File: config.mk
export PLATFORM = sky130hd
export DESIGN_NAME = nearest_seed_distance_shader
export DESIGN_NICKNAME = d
export VERILOG_FILES = /design/src/design/nsd_pkg.sv /design/src/design/nsd_ram.sv /design/src/design/nsd_datapath.sv /design/src/design/nsd_ctrl.sv /design/src/design/nearest_seed_distance_shader.sv
export SDC_FILE = /design/constraint.sdc
export NUM_CORES = 2
export LEC_CHECK = 0
export BUFFER_PORTS_ARGS = -buffer_cell sky130_fd_sc_hd__buf_2
export CORE_ASPECT_RATIO = 0.7
export CORE_MARGIN = 4
export CORE_UTILIZATION = 38
export DETAILED_ROUTE_END_ITERATION = 7
export HOLD_SLACK_MARGIN = 0.06
export PLACE_DENSITY = 0.57
export SETUP_SLACK_MARGIN = 0.4
export SYNTH_ARGS = -nofsm -noshare
export SYNTH_HDL_FRONTEND = slang
export SYNTH_SLANG_ARGS = --single-unit
export TNS_END_PERCENT = 1
File: constraint.sdc
create_clock -name aclk -period 10.8 [get_ports aclk]
set_input_delay 0 -clock aclk [delete_from_list [all_inputs] [get_ports aclk]]
set_output_delay 0 -clock aclk [all_outputs]
set_load 0.05 [all_outputs]
File: src/design/nsd_pkg.sv
package nsd_pkg;

    // Default sizes
    localparam int NSD_MAX_SEEDS  = 32;
    localparam int NSD_COORD_BITS = 12;

    // Fixed field widths
    localparam int IDX_FIELD_W = 5;
    localparam int COORD_W     = 12;
    localparam int COLOR_W     = 8;
    localparam int GRAY_W      = 8;
    localparam int WIDTH_W     = 12;
    localparam int COUNT_W     = 6;

    // Running limit and its square
    localparam int LIMIT_W = 14;
    localparam int LSQ_W   = 2 * LIMIT_W;
    localparam logic [LIMIT_W-1:0] START_LIMIT    = LIMIT_W'(9999);
    localparam logic [LSQ_W-1:0]   START_LIMIT_SQ = LSQ_W'(9999 * 9999);
    localparam logic [GRAY_W-1:0]  GRAY_MAX       = GRAY_W'(255);

    // Iterative units
    localparam int STEP_W     = 4;
    localparam int ROOT_STEPS = LSQ_W / 2;
    localparam int DIV_STEPS  = GRAY_W;
    localparam int NUM_W      = LIMIT_W + GRAY_W;

    // Function codes
    localparam logic FUNC_LOAD  = 1'b0;
    localparam logic FUNC_QUERY = 1'b1;

    // Register index (address bit 2)
    localparam logic REG_PIX_WIDTH  = 1'b0;
    localparam logic REG_SEED_COUNT = 1'b1;

    localparam logic [WIDTH_W-1:0] WIDTH_RESET = WIDTH_W'(512);
    localparam logic [COUNT_W-1:0] COUNT_RESET = COUNT_W'(1);

    typedef struct packed {
        logic                   func;
        logic [IDX_FIELD_W-1:0] seed_index;
        logic [COORD_W-1:0]     x_coord;
        logic [COORD_W-1:0]     y_coord;
        logic [COLOR_W-1:0]     seed_color;
    } nsd_in_t;

    typedef struct packed {
        logic [GRAY_W-1:0]  gray_level;
        logic [COLOR_W-1:0] nearest_color;
    } nsd_out_t;

    typedef enum logic [3:0] {
        ST_IDLE,
        ST_READ,
        ST_SQR,
        ST_CMP,
        ST_ROOT,
        ST_UPDATE,
        ST_DIV_INIT,
        ST_DIV,
        ST_DONE
    } nsd_state_t;

    // Controller to datapath
    typedef struct packed {
        logic load_wr;
        logic start;
        logic inc;
        logic cmp;
        logic root_step;
        logic update;
        logic div_init;
        logic div_step;
        logic out_load;
    } nsd_cmd_t;

    // Datapath to controller
    typedef struct packed {
        logic sel;
        logic last;
    } nsd_sts_t;

endpackage

File: src/design/nsd_ram.sv
module nsd_ram #(
    parameter int WIDTH = 32,
    parameter int DEPTH = 32
) (
    input  logic                                    aclk,
    input  logic                                    we,
    input  logic [((DEPTH > 1) ? $clog2(DEPTH) : 1)-1:0] waddr,
    input  logic [WIDTH-1:0]                        wdata,
    input  logic [((DEPTH > 1) ? $clog2(DEPTH) : 1)-1:0] raddr,
    output logic [WIDTH-1:0]                        rdata
);

    logic [WIDTH-1:0] mem [DEPTH];

    // One write port, one registered read port
    always_ff @(posedge aclk) begin
        if (we) begin
            mem[waddr] <= wdata;
        end
        rdata <= mem[raddr];
    end

endmodule

File: src/design/nsd_datapath.sv
module nsd_datapath #(
    parameter int MAX_SEEDS  = 32,
    parameter int COORD_BITS = 12
) (
    input  logic                            aclk,
    input  nsd_pkg::nsd_in_t                in_data,
    input  logic [nsd_pkg::WIDTH_W-1:0]     pix_width,
    input  logic [nsd_pkg::COUNT_W-1:0]     seed_count,
    input  nsd_pkg::nsd_cmd_t               cmd,
    output nsd_pkg::nsd_sts_t               sts,
    output nsd_pkg::nsd_out_t               out_data
);
    import nsd_pkg::*;

    localparam int IDX_W = (MAX_SEEDS > 1) ? $clog2(MAX_SEEDS) : 1;
    localparam int ENT_W = 2 * COORD_BITS + COLOR_W;
    localparam int SQ_W  = 2 * COORD_BITS;
    localparam int D2_W  = SQ_W + 1;
    localparam int CMP_W = (D2_W > LSQ_W) ? D2_W : LSQ_W;
    localparam int N_W   = (IDX_W + 1 > COUNT_W) ? IDX_W + 1 : COUNT_W;
    localparam logic [LSQ_W-1:0] ROOT_BIT_INIT = LSQ_W'(1) << (LSQ_W - 2);

    logic [COORD_BITS-1:0] px_reg, py_reg;
    logic [IDX_W-1:0]      idx_reg;
    logic [SQ_W-1:0]       sqx_reg, sqy_reg;
    logic [LIMIT_W-1:0]    m_reg;
    logic [LSQ_W-1:0]      msq_reg;
    logic [COLOR_W-1:0]    color_reg;
    logic [LSQ_W-1:0]      v_reg, res_reg, bit_reg, d2s_reg;
    logic [NUM_W-1:0]      num_reg, div_reg;
    logic [GRAY_W-1:0]     q_reg;
    logic                  sat_reg;
    nsd_out_t              out_reg;

    logic                  wr_en;
    logic [ENT_W-1:0]      wr_ent, rd_ent;
    logic [COORD_BITS-1:0] ent_x, ent_y;
    logic [COLOR_W-1:0]    ent_c;
    logic [COORD_BITS-1:0] dx, dy;
    logic [SQ_W-1:0]       sqx, sqy;
    logic [D2_W-1:0]       d2;
    logic [N_W-1:0]        n_eff, cnt_ext, max_ext;
    logic                  hit;
    logic [LSQ_W-1:0]      root_trial;
    logic [NUM_W-1:0]      num_init;

    // Seed table: loads write, scan reads at the running index
    assign wr_en  = cmd.load_wr && (N_W'(in_data.seed_index) < N_W'(MAX_SEEDS));
    assign wr_ent = {COORD_BITS'(in_data.x_coord), COORD_BITS'(in_data.y_coord),
                     in_data.seed_color};

    nsd_ram #(
        .WIDTH (ENT_W),
        .DEPTH (MAX_SEEDS)
    ) u_table (
        .aclk  (aclk),
        .we    (wr_en),
        .waddr (IDX_W'(in_data.seed_index)),
        .wdata (wr_ent),
        .raddr (idx_reg),
        .rdata (rd_ent)
    );

    assign ent_x = rd_ent[ENT_W-1 -: COORD_BITS];
    assign ent_y = rd_ent[COLOR_W +: COORD_BITS];
    assign ent_c = rd_ent[COLOR_W-1:0];

    // Distance terms
    assign dx  = (px_reg >= ent_x) ? px_reg - ent_x : ent_x - px_reg;
    assign dy  = (py_reg >= ent_y) ? py_reg - ent_y : ent_y - py_reg;
    assign sqx = dx * dx;
    assign sqy = dy * dy;
    assign d2  = D2_W'(sqx_reg) + D2_W'(sqy_reg);
    assign hit = CMP_W'(d2) < CMP_W'(msq_reg);

    // Effective seed count and scan end
    assign cnt_ext = N_W'(seed_count);
    assign max_ext = N_W'(MAX_SEEDS);
    assign n_eff   = (cnt_ext > max_ext) ? max_ext : cnt_ext;

    assign sts.sel  = hit && (seed_count != '0);
    assign sts.last = (N_W'(idx_reg) + N_W'(1)) >= n_eff;

    assign root_trial = res_reg + bit_reg;
    assign num_init   = (NUM_W'(m_reg) << GRAY_W) - NUM_W'(m_reg);

    always_ff @(posedge aclk) begin
        sqx_reg <= sqx;
        sqy_reg <= sqy;

        // New query
        if (cmd.start) begin
            px_reg  <= COORD_BITS'(in_data.x_coord);
            py_reg  <= COORD_BITS'(in_data.y_coord);
            idx_reg <= '0;
            m_reg   <= START_LIMIT;
            msq_reg <= START_LIMIT_SQ;
        end
        if (cmd.inc) begin
            idx_reg <= idx_reg + IDX_W'(1);
        end

        // Compare; entry 0 color is the fallback
        if (cmd.cmp) begin
            if ((idx_reg == '0) || sts.sel) begin
                color_reg <= ent_c;
            end
            if (sts.sel) begin
                v_reg     <= LSQ_W'(d2);
                d2s_reg   <= LSQ_W'(d2);
                res_reg   <= '0;
                bit_reg   <= ROOT_BIT_INIT;
            end
        end

        // Square root, two bits per step
        if (cmd.root_step) begin
            if (v_reg >= root_trial) begin
                v_reg   <= v_reg - root_trial;
                res_reg <= (res_reg >> 1) + bit_reg;
            end else begin
                res_reg <= res_reg >> 1;
            end
            bit_reg <= bit_reg >> 2;
        end

        // New limit; remainder gives root squared
        if (cmd.update) begin
            m_reg   <= LIMIT_W'(res_reg);
            msq_reg <= d2s_reg - v_reg;
        end

        // Gray scaling: restoring division, one quotient bit per step
        if (cmd.div_init) begin
            num_reg <= num_init;
            sat_reg <= num_init >= (NUM_W'(pix_width) << GRAY_W);
            div_reg <= NUM_W'(pix_width) << (GRAY_W - 1);
            q_reg   <= '0;
        end
        if (cmd.div_step) begin
            if (num_reg >= div_reg) begin
                num_reg <= num_reg - div_reg;
                q_reg   <= {q_reg[GRAY_W-2:0], 1'b1};
            end else begin
                q_reg   <= {q_reg[GRAY_W-2:0], 1'b0};
            end
            div_reg <= div_reg >> 1;
        end

        // Output register
        if (cmd.out_load) begin
            out_reg.gray_level    <= sat_reg ? GRAY_MAX : q_reg;
            out_reg.nearest_color <= color_reg;
        end
    end

    assign out_data = out_reg;

endmodule

File: src/design/nsd_ctrl.sv
module nsd_ctrl (
    input  logic              aclk,
    input  logic              aresetn,
    input  logic              s_valid,
    output logic              s_ready,
    input  logic              s_func,
    output logic              m_valid,
    input  logic              m_ready,
    input  nsd_pkg::nsd_sts_t sts,
    output nsd_pkg::nsd_cmd_t cmd
);
    import nsd_pkg::*;

    nsd_state_t        state_reg, state_next;
    logic [STEP_W-1:0] step_reg, step_next;
    logic              m_valid_reg, m_valid_next;

    always_ff @(posedge aclk) begin
        if (!aresetn) begin
            state_reg   <= ST_IDLE;
            step_reg    <= '0;
            m_valid_reg <= 1'b0;
        end else begin
            state_reg   <= state_next;
            step_reg    <= step_next;
            m_valid_reg <= m_valid_next;
        end
    end

    always_comb begin
        state_next = state_reg;
        step_next  = step_reg;
        cmd        = '0;
        s_ready    = 1'b0;

        // Result leaves on transfer
        m_valid_next = m_valid_reg && !m_ready;

        unique case (state_reg)
            ST_IDLE: begin
                s_ready = 1'b1;
                if (s_valid) begin
                    if (s_func == FUNC_QUERY) begin
                        cmd.start  = 1'b1;
                        state_next = ST_READ;
                    end else begin
                        cmd.load_wr = 1'b1;
                    end
                end
            end
            ST_READ: begin
                state_next = ST_SQR;
            end
            ST_SQR: begin
                state_next = ST_CMP;
            end
            ST_CMP: begin
                cmd.cmp = 1'b1;
                if (sts.sel) begin
                    step_next  = '0;
                    state_next = ST_ROOT;
                end else if (sts.last) begin
                    state_next = ST_DIV_INIT;
                end else begin
                    cmd.inc    = 1'b1;
                    state_next = ST_READ;
                end
            end
            ST_ROOT: begin
                cmd.root_step = 1'b1;
                step_next     = step_reg + STEP_W'(1);
                if (step_reg == STEP_W'(ROOT_STEPS - 1)) begin
                    state_next = ST_UPDATE;
                end
            end
            ST_UPDATE: begin
                cmd.update = 1'b1;
                if (sts.last) begin
                    state_next = ST_DIV_INIT;
                end else begin
                    cmd.inc    = 1'b1;
                    state_next = ST_READ;
                end
            end
            ST_DIV_INIT: begin
                cmd.div_init = 1'b1;
                step_next    = '0;
                state_next   = ST_DIV;
            end
            ST_DIV: begin
                cmd.div_step = 1'b1;
                step_next    = step_reg + STEP_W'(1);
                if (step_reg == STEP_W'(DIV_STEPS - 1)) begin
                    state_next = ST_DONE;
                end
            end
            ST_DONE: begin
                // Wait for the output register to be free
                if (!m_valid_reg || m_ready) begin
                    cmd.out_load = 1'b1;
                    m_valid_next = 1'b1;
                    state_next   = ST_IDLE;
                end
            end
            default: begin
                state_next = ST_IDLE;
            end
        endcase
    end

    assign m_valid = m_valid_reg;

endmodule

File: src/design/nearest_seed_distance_shader.sv
// Load transfer: no result; the next item can follow in the next cycle.
// Query: the result follows the scan of n entries (at least one), with k seeds
// selected (each runs the 14-step square root), then the 8-step divider; the next
// input can be taken in the cycle the result turns valid. A result still waiting
// holds the next query in its last state. One item is worked on at a time.
// Reset (aresetn low, synchronous) idles the controller, drops m_valid, restores the
module nearest_seed_distance_shader #(
    parameter int MAX_SEEDS  = nsd_pkg::NSD_MAX_SEEDS,
    parameter int COORD_BITS = nsd_pkg::NSD_COORD_BITS
) (
    input  logic              aclk,
    input  logic              aresetn,
    // Configuration
    input  logic              psel,
    input  logic              penable,
    input  logic              pwrite,
    input  logic [2:0]        paddr,
    input  logic [31:0]       pwdata,
    output logic [31:0]       prdata,
    output logic              pready,
    // Input items
    input  logic              s_valid,
    output logic              s_ready,
    input  nsd_pkg::nsd_in_t  s_data,
    // Results
    output logic              m_valid,
    input  logic              m_ready,
    output nsd_pkg::nsd_out_t m_data
);
    // register defaults (width 512, seed count 1) and keeps the seed table contents.
    import nsd_pkg::*;

    logic [WIDTH_W-1:0] width_reg;
    logic [COUNT_W-1:0] count_reg;
    logic               cfg_wr;
    nsd_cmd_t           cmd;
    nsd_sts_t           sts;

    // Register writes on the access phase
    assign pready = 1'b1;
    assign cfg_wr = psel && penable && pwrite && pready;

    always_ff @(posedge aclk) begin
        if (!aresetn) begin
            width_reg <= WIDTH_RESET;
            count_reg <= COUNT_RESET;
        end else if (cfg_wr) begin
            unique case (paddr[2])
                REG_PIX_WIDTH:  width_reg <= pwdata[WIDTH_W-1:0];
                REG_SEED_COUNT: count_reg <= pwdata[COUNT_W-1:0];
                default:        ;
            endcase
        end
    end

    // Readback
    always_comb begin
        unique case (paddr[2])
            REG_PIX_WIDTH:  prdata = 32'(width_reg);
            REG_SEED_COUNT: prdata = 32'(count_reg);
            default:        prdata = '0;
        endcase
    end

    nsd_ctrl u_ctrl (
        .aclk    (aclk),
        .aresetn (aresetn),
        .s_valid (s_valid),
        .s_ready (s_ready),
        .s_func  (s_data.func),
        .m_valid (m_valid),
        .m_ready (m_ready),
        .sts     (sts),
        .cmd     (cmd)
    );

    nsd_datapath #(
        .MAX_SEEDS  (MAX_SEEDS),
        .COORD_BITS (COORD_BITS)
    ) u_datapath (
        .aclk       (aclk),
        .in_data    (s_data),
        .pix_width  (width_reg),
        .seed_count (count_reg),
        .cmd        (cmd),
        .sts        (sts),
        .out_data   (m_data)
    );

endmodule
==> impl_metrics.csv <==
group,metric,value,unit
die,die_w,512,um
cts,numCtsBuffers,139,
setup_path,cp_top_family,"compound AO/OA/AOI/OAI gates",
detailed_routing,routed_wl,161,mm
setup_path,critPathSlowestCell,"a2111oi_0",
global_routing,antenna_found_initial,15,
setup_path,cp_data_arrival_time,9.40,ns
timing,relSlewSlack,14.1,%
timing,drv_slew,0,
setup_path,r2r-start,"u_datapath.py_reg[0]$_DFFE_PP_",
detailed_routing,vias,38800,
setup_path,reg2reg_to,"u_datapath.sqy_reg[23]$_DFF_P_",
die,die-area,0.185,mm^2
setup_path,end_kind,"flop",
final_layout,area_growth,13.4,%
timing,hold_violations,0,
final_layout,nFillCells,15800,
hold_path,min_to,"u_datapath.px_reg[5]$_DFFE_PP_",
final_layout,final-seq-area,0.0395,mm^2
final_layout,largest_reg_flops,1024,
die,core_area,0.177,mm^2
setup_path,crit_fanout,8,
detailed_routing,first_pass_iters,5,
final_layout,post_route_cells_drive_above_1_share,16.5,%
synthesis,synthDistinctLibCells,81,
timing,fin_skew,0.0467,ns
setup_path,reg2reg_slack,2.04,ns
final_layout,multi_input_area,0.0260,mm^2
detailed_routing,wl_per_cell,22.0,um
cts,path_clk_slew,0.06,ns
global_routing,overflow,0,
detailed_routing,antenna_left,0,
final_layout,final_nets,5438,
setup_path,critical_path_class,"flop to flop",
synthesis,synthesis.area,0.0676,mm^2
timing,fmax,114,MHz
synthesis,synth_edf_count,1213,
global_routing,gr-usage-all-layers,17.5,%
global_routing,grt_pass1_wl,247,mm
global_routing,grt_pass1_vias,38500,
placement,portBuffers,87,
detailed_routing,drtIter0Drc,3372,
die,die_y,361,um
synthesis,ys.flop_type,"edfxtp_1",
cts,clock-sinks,1369,
synthesis,yosys_warnings,0,
synthesis,yosysSeqAreaShare,58.5,%
timing,final.period_utilization,81.1,%
synthesis,syn_inst,4625,
cts,clock_latency,0.78,ns
synthesis,avgSynthCellArea,14.6,um^2
timing,setup_viol,0,
timing,hold_slack,0.140,ns
setup_path,reg2reg_depth,31,
placement,routabilityCongestion,0.850,
die,io_pins,131,
final_layout,fin_area,0.0767,mm^2
die,std_cell_rows,129,
die,initial_core_util,38.2,%
setup_path,cp_num_buf_inv,6,
global_routing,grt_max_degree,134,
timing,fin_tns_setup,0,ns
hold_path,min-delay-start,"s_data[37]",
timing,rsz0062_at_grt,"no",
hold_path,min_path_type,"input port to flop",
detailed_routing,avgViaCountPerCell,5.29,
cts,cts_tree,"built",
flow_run,max_cap_violations,0,
setup_path,cp-start-kind,"flop",
synthesis,synthArstFlopShare,0,%
detailed_routing,drcViolationCount,0,
hold_path,holdPathStages,2,
timing,min_period,8.76,ns
outcome,run_status,"completed",
final_layout,top_register,"u_datapath.u_table.mem",
timing,worst_pin_slew,1.26,ns
setup_path,critical-path-max-stage-delay,0.73,ns
final_layout,top_regs,"u_datapath.u_table.mem (1024), u_datapath.u_table.rdata (32)",
cts,cts_root_buf,"clkbuf_16",
final_layout,final_cell_mix,"1213 x edfxtp_1, 426 x inv_1, 340 x ha_1, 320 x mux4_2, 302 x nor2_1",
cts,htree_num_levels,4,
synthesis,synth-seq-cells,1369,
placement,place_inst,6977,
final_layout,fin_cells,7333,
cts,clk_path_buf_depth,3,
cts,post_cts_buffers,0,
final_layout,final_common_cell,"edfxtp_1",
placement,placed_area,0.0711,mm^2
setup_path,required,11.43,ns
placement,dp_hpwl,104,mm
## Yosys cell counts, types with 5 or more instances
library cell  number  area (um^2)
dfxtp_1          156         3120
inv_1            426         1600
a211oi_1          41          308
o21a_1            17          128
clkbuf_1         122          458
mux2i_1           32          320
nand4_1           21          131
nor2_1           337         1260
o41ai_1            5         43.8
o21ai_0          139          696
fa_1             163         3260
a22oi_1            5         37.5
nor3_1            40          200
nand3_1           44          220
a21boi_0          23          173
a21o_1            73          548
a31oi_1           34          213
nor4_1             8         50.1
a211o_1            6         52.6
xor2_1            95          832
o31ai_1            9         67.6
a21oi_1          177          886
nand2_1          214          803
and2_1            27          169
or3_1             17          106
ha_1             340         4250
o21bai_1          20          150
nand2b_1          49          307
buf_2             10         50.1
or2_2             36          225
and3_1            36          225
a221oi_1           5         43.8
buf_4             22          165
a31o_2            14          123
nor2b_1           45          282
mux4_2           320         7210
buf_1             33          124
xnor2_1          119         1040
nor3b_1            7         52.6
edfxtp_1        1213        36400
o211ai_1          11         82.6
mux2_2            39          439
## how the worst max path moves through the flow
stage                                         startpoint                              to  slack, ns  cells after the start
after floorplan           u_datapath.px_reg[0]$_DFFE_PP_  u_datapath.sqx_reg[23]$_DFF_P_       3.24                     31
after global placement    u_datapath.py_reg[0]$_DFFE_PP_  u_datapath.sqy_reg[23]$_DFF_P_       2.21                     32
after detailed placement  u_datapath.py_reg[0]$_DFFE_PP_  u_datapath.sqy_reg[23]$_DFF_P_       2.10                     32
after CTS                 u_datapath.py_reg[0]$_DFFE_PP_  u_datapath.sqy_reg[23]$_DFF_P_       2.07                     32
after global routing      u_datapath.py_reg[0]$_DFFE_PP_  u_datapath.sqy_reg[23]$_DFF_P_       1.37                     32
final                     u_datapath.py_reg[0]$_DFFE_PP_  u_datapath.sqy_reg[23]$_DFF_P_       2.04                     31
## worst reg2reg max path: cells and delay by family (launching register included)
kind | cells | cell delay (ns)
flip-flops | 1 | 0.35
AND/OR/NAND/NOR | 3 | 0.50
multiplexers | 1 | 0.23
AO/OA/AOI/OAI | 11 | 3.15
XOR/XNOR | 2 | 0.76
adder cells (fa/ha/maj) | 8 | 2.80
buffers and inverters | 6 | 0.86
## layout make-up
cell class	count	share of cell area [%]
Clock buffer	189	4.92
Sequential cell	1369	51.6
Multi-Input combinational cell	2662	33.9
Antenna cell	6	0.0196
Inverter	426	2.09
Clock inverter	66	1.06
Tap cell	2358	3.85
Timing Repair Buffer	257	2.61
## per-stage QoR
| stage | setup WS [ns] | utilization (%) |
|---|---|---|
| global placement | 2.21 | 40.2 |
| floorplan | 3.24 | - |
| detailed placement | 2.10 | 40.2 |
| global route | 1.37 | 43.4 |
| finish | 2.04 | 43.4 |
| CTS | 2.07 | 43.4 |
## repair_timing
action                    in CTS  in global routing
hold buffers                  95                  0
hold endpoints to repair    1184                  0
gates resized for setup        0                  0
## per-layer routing
metal / track usage, % / wire length [um]
met5: 0 / 14
met3: 3.10 / 10100
met2: 24.6 / 67600
met4: 3.19 / 2390
met1: 28.2 / 81300
## cell families after synthesis
kind of cell | synth area share (%)
other cells | 0.0111
flops | 58.5
buf+inv | 3.55
fa+ha+maj | 11.1
mux | 11.8
compound gates | 6.01
xor+xnor | 2.82
simple gates | 6.16
Power is left out: the tool's default activity adds up to more than one toggle a clock period on the data nets, which glitch-free logic cannot reach.
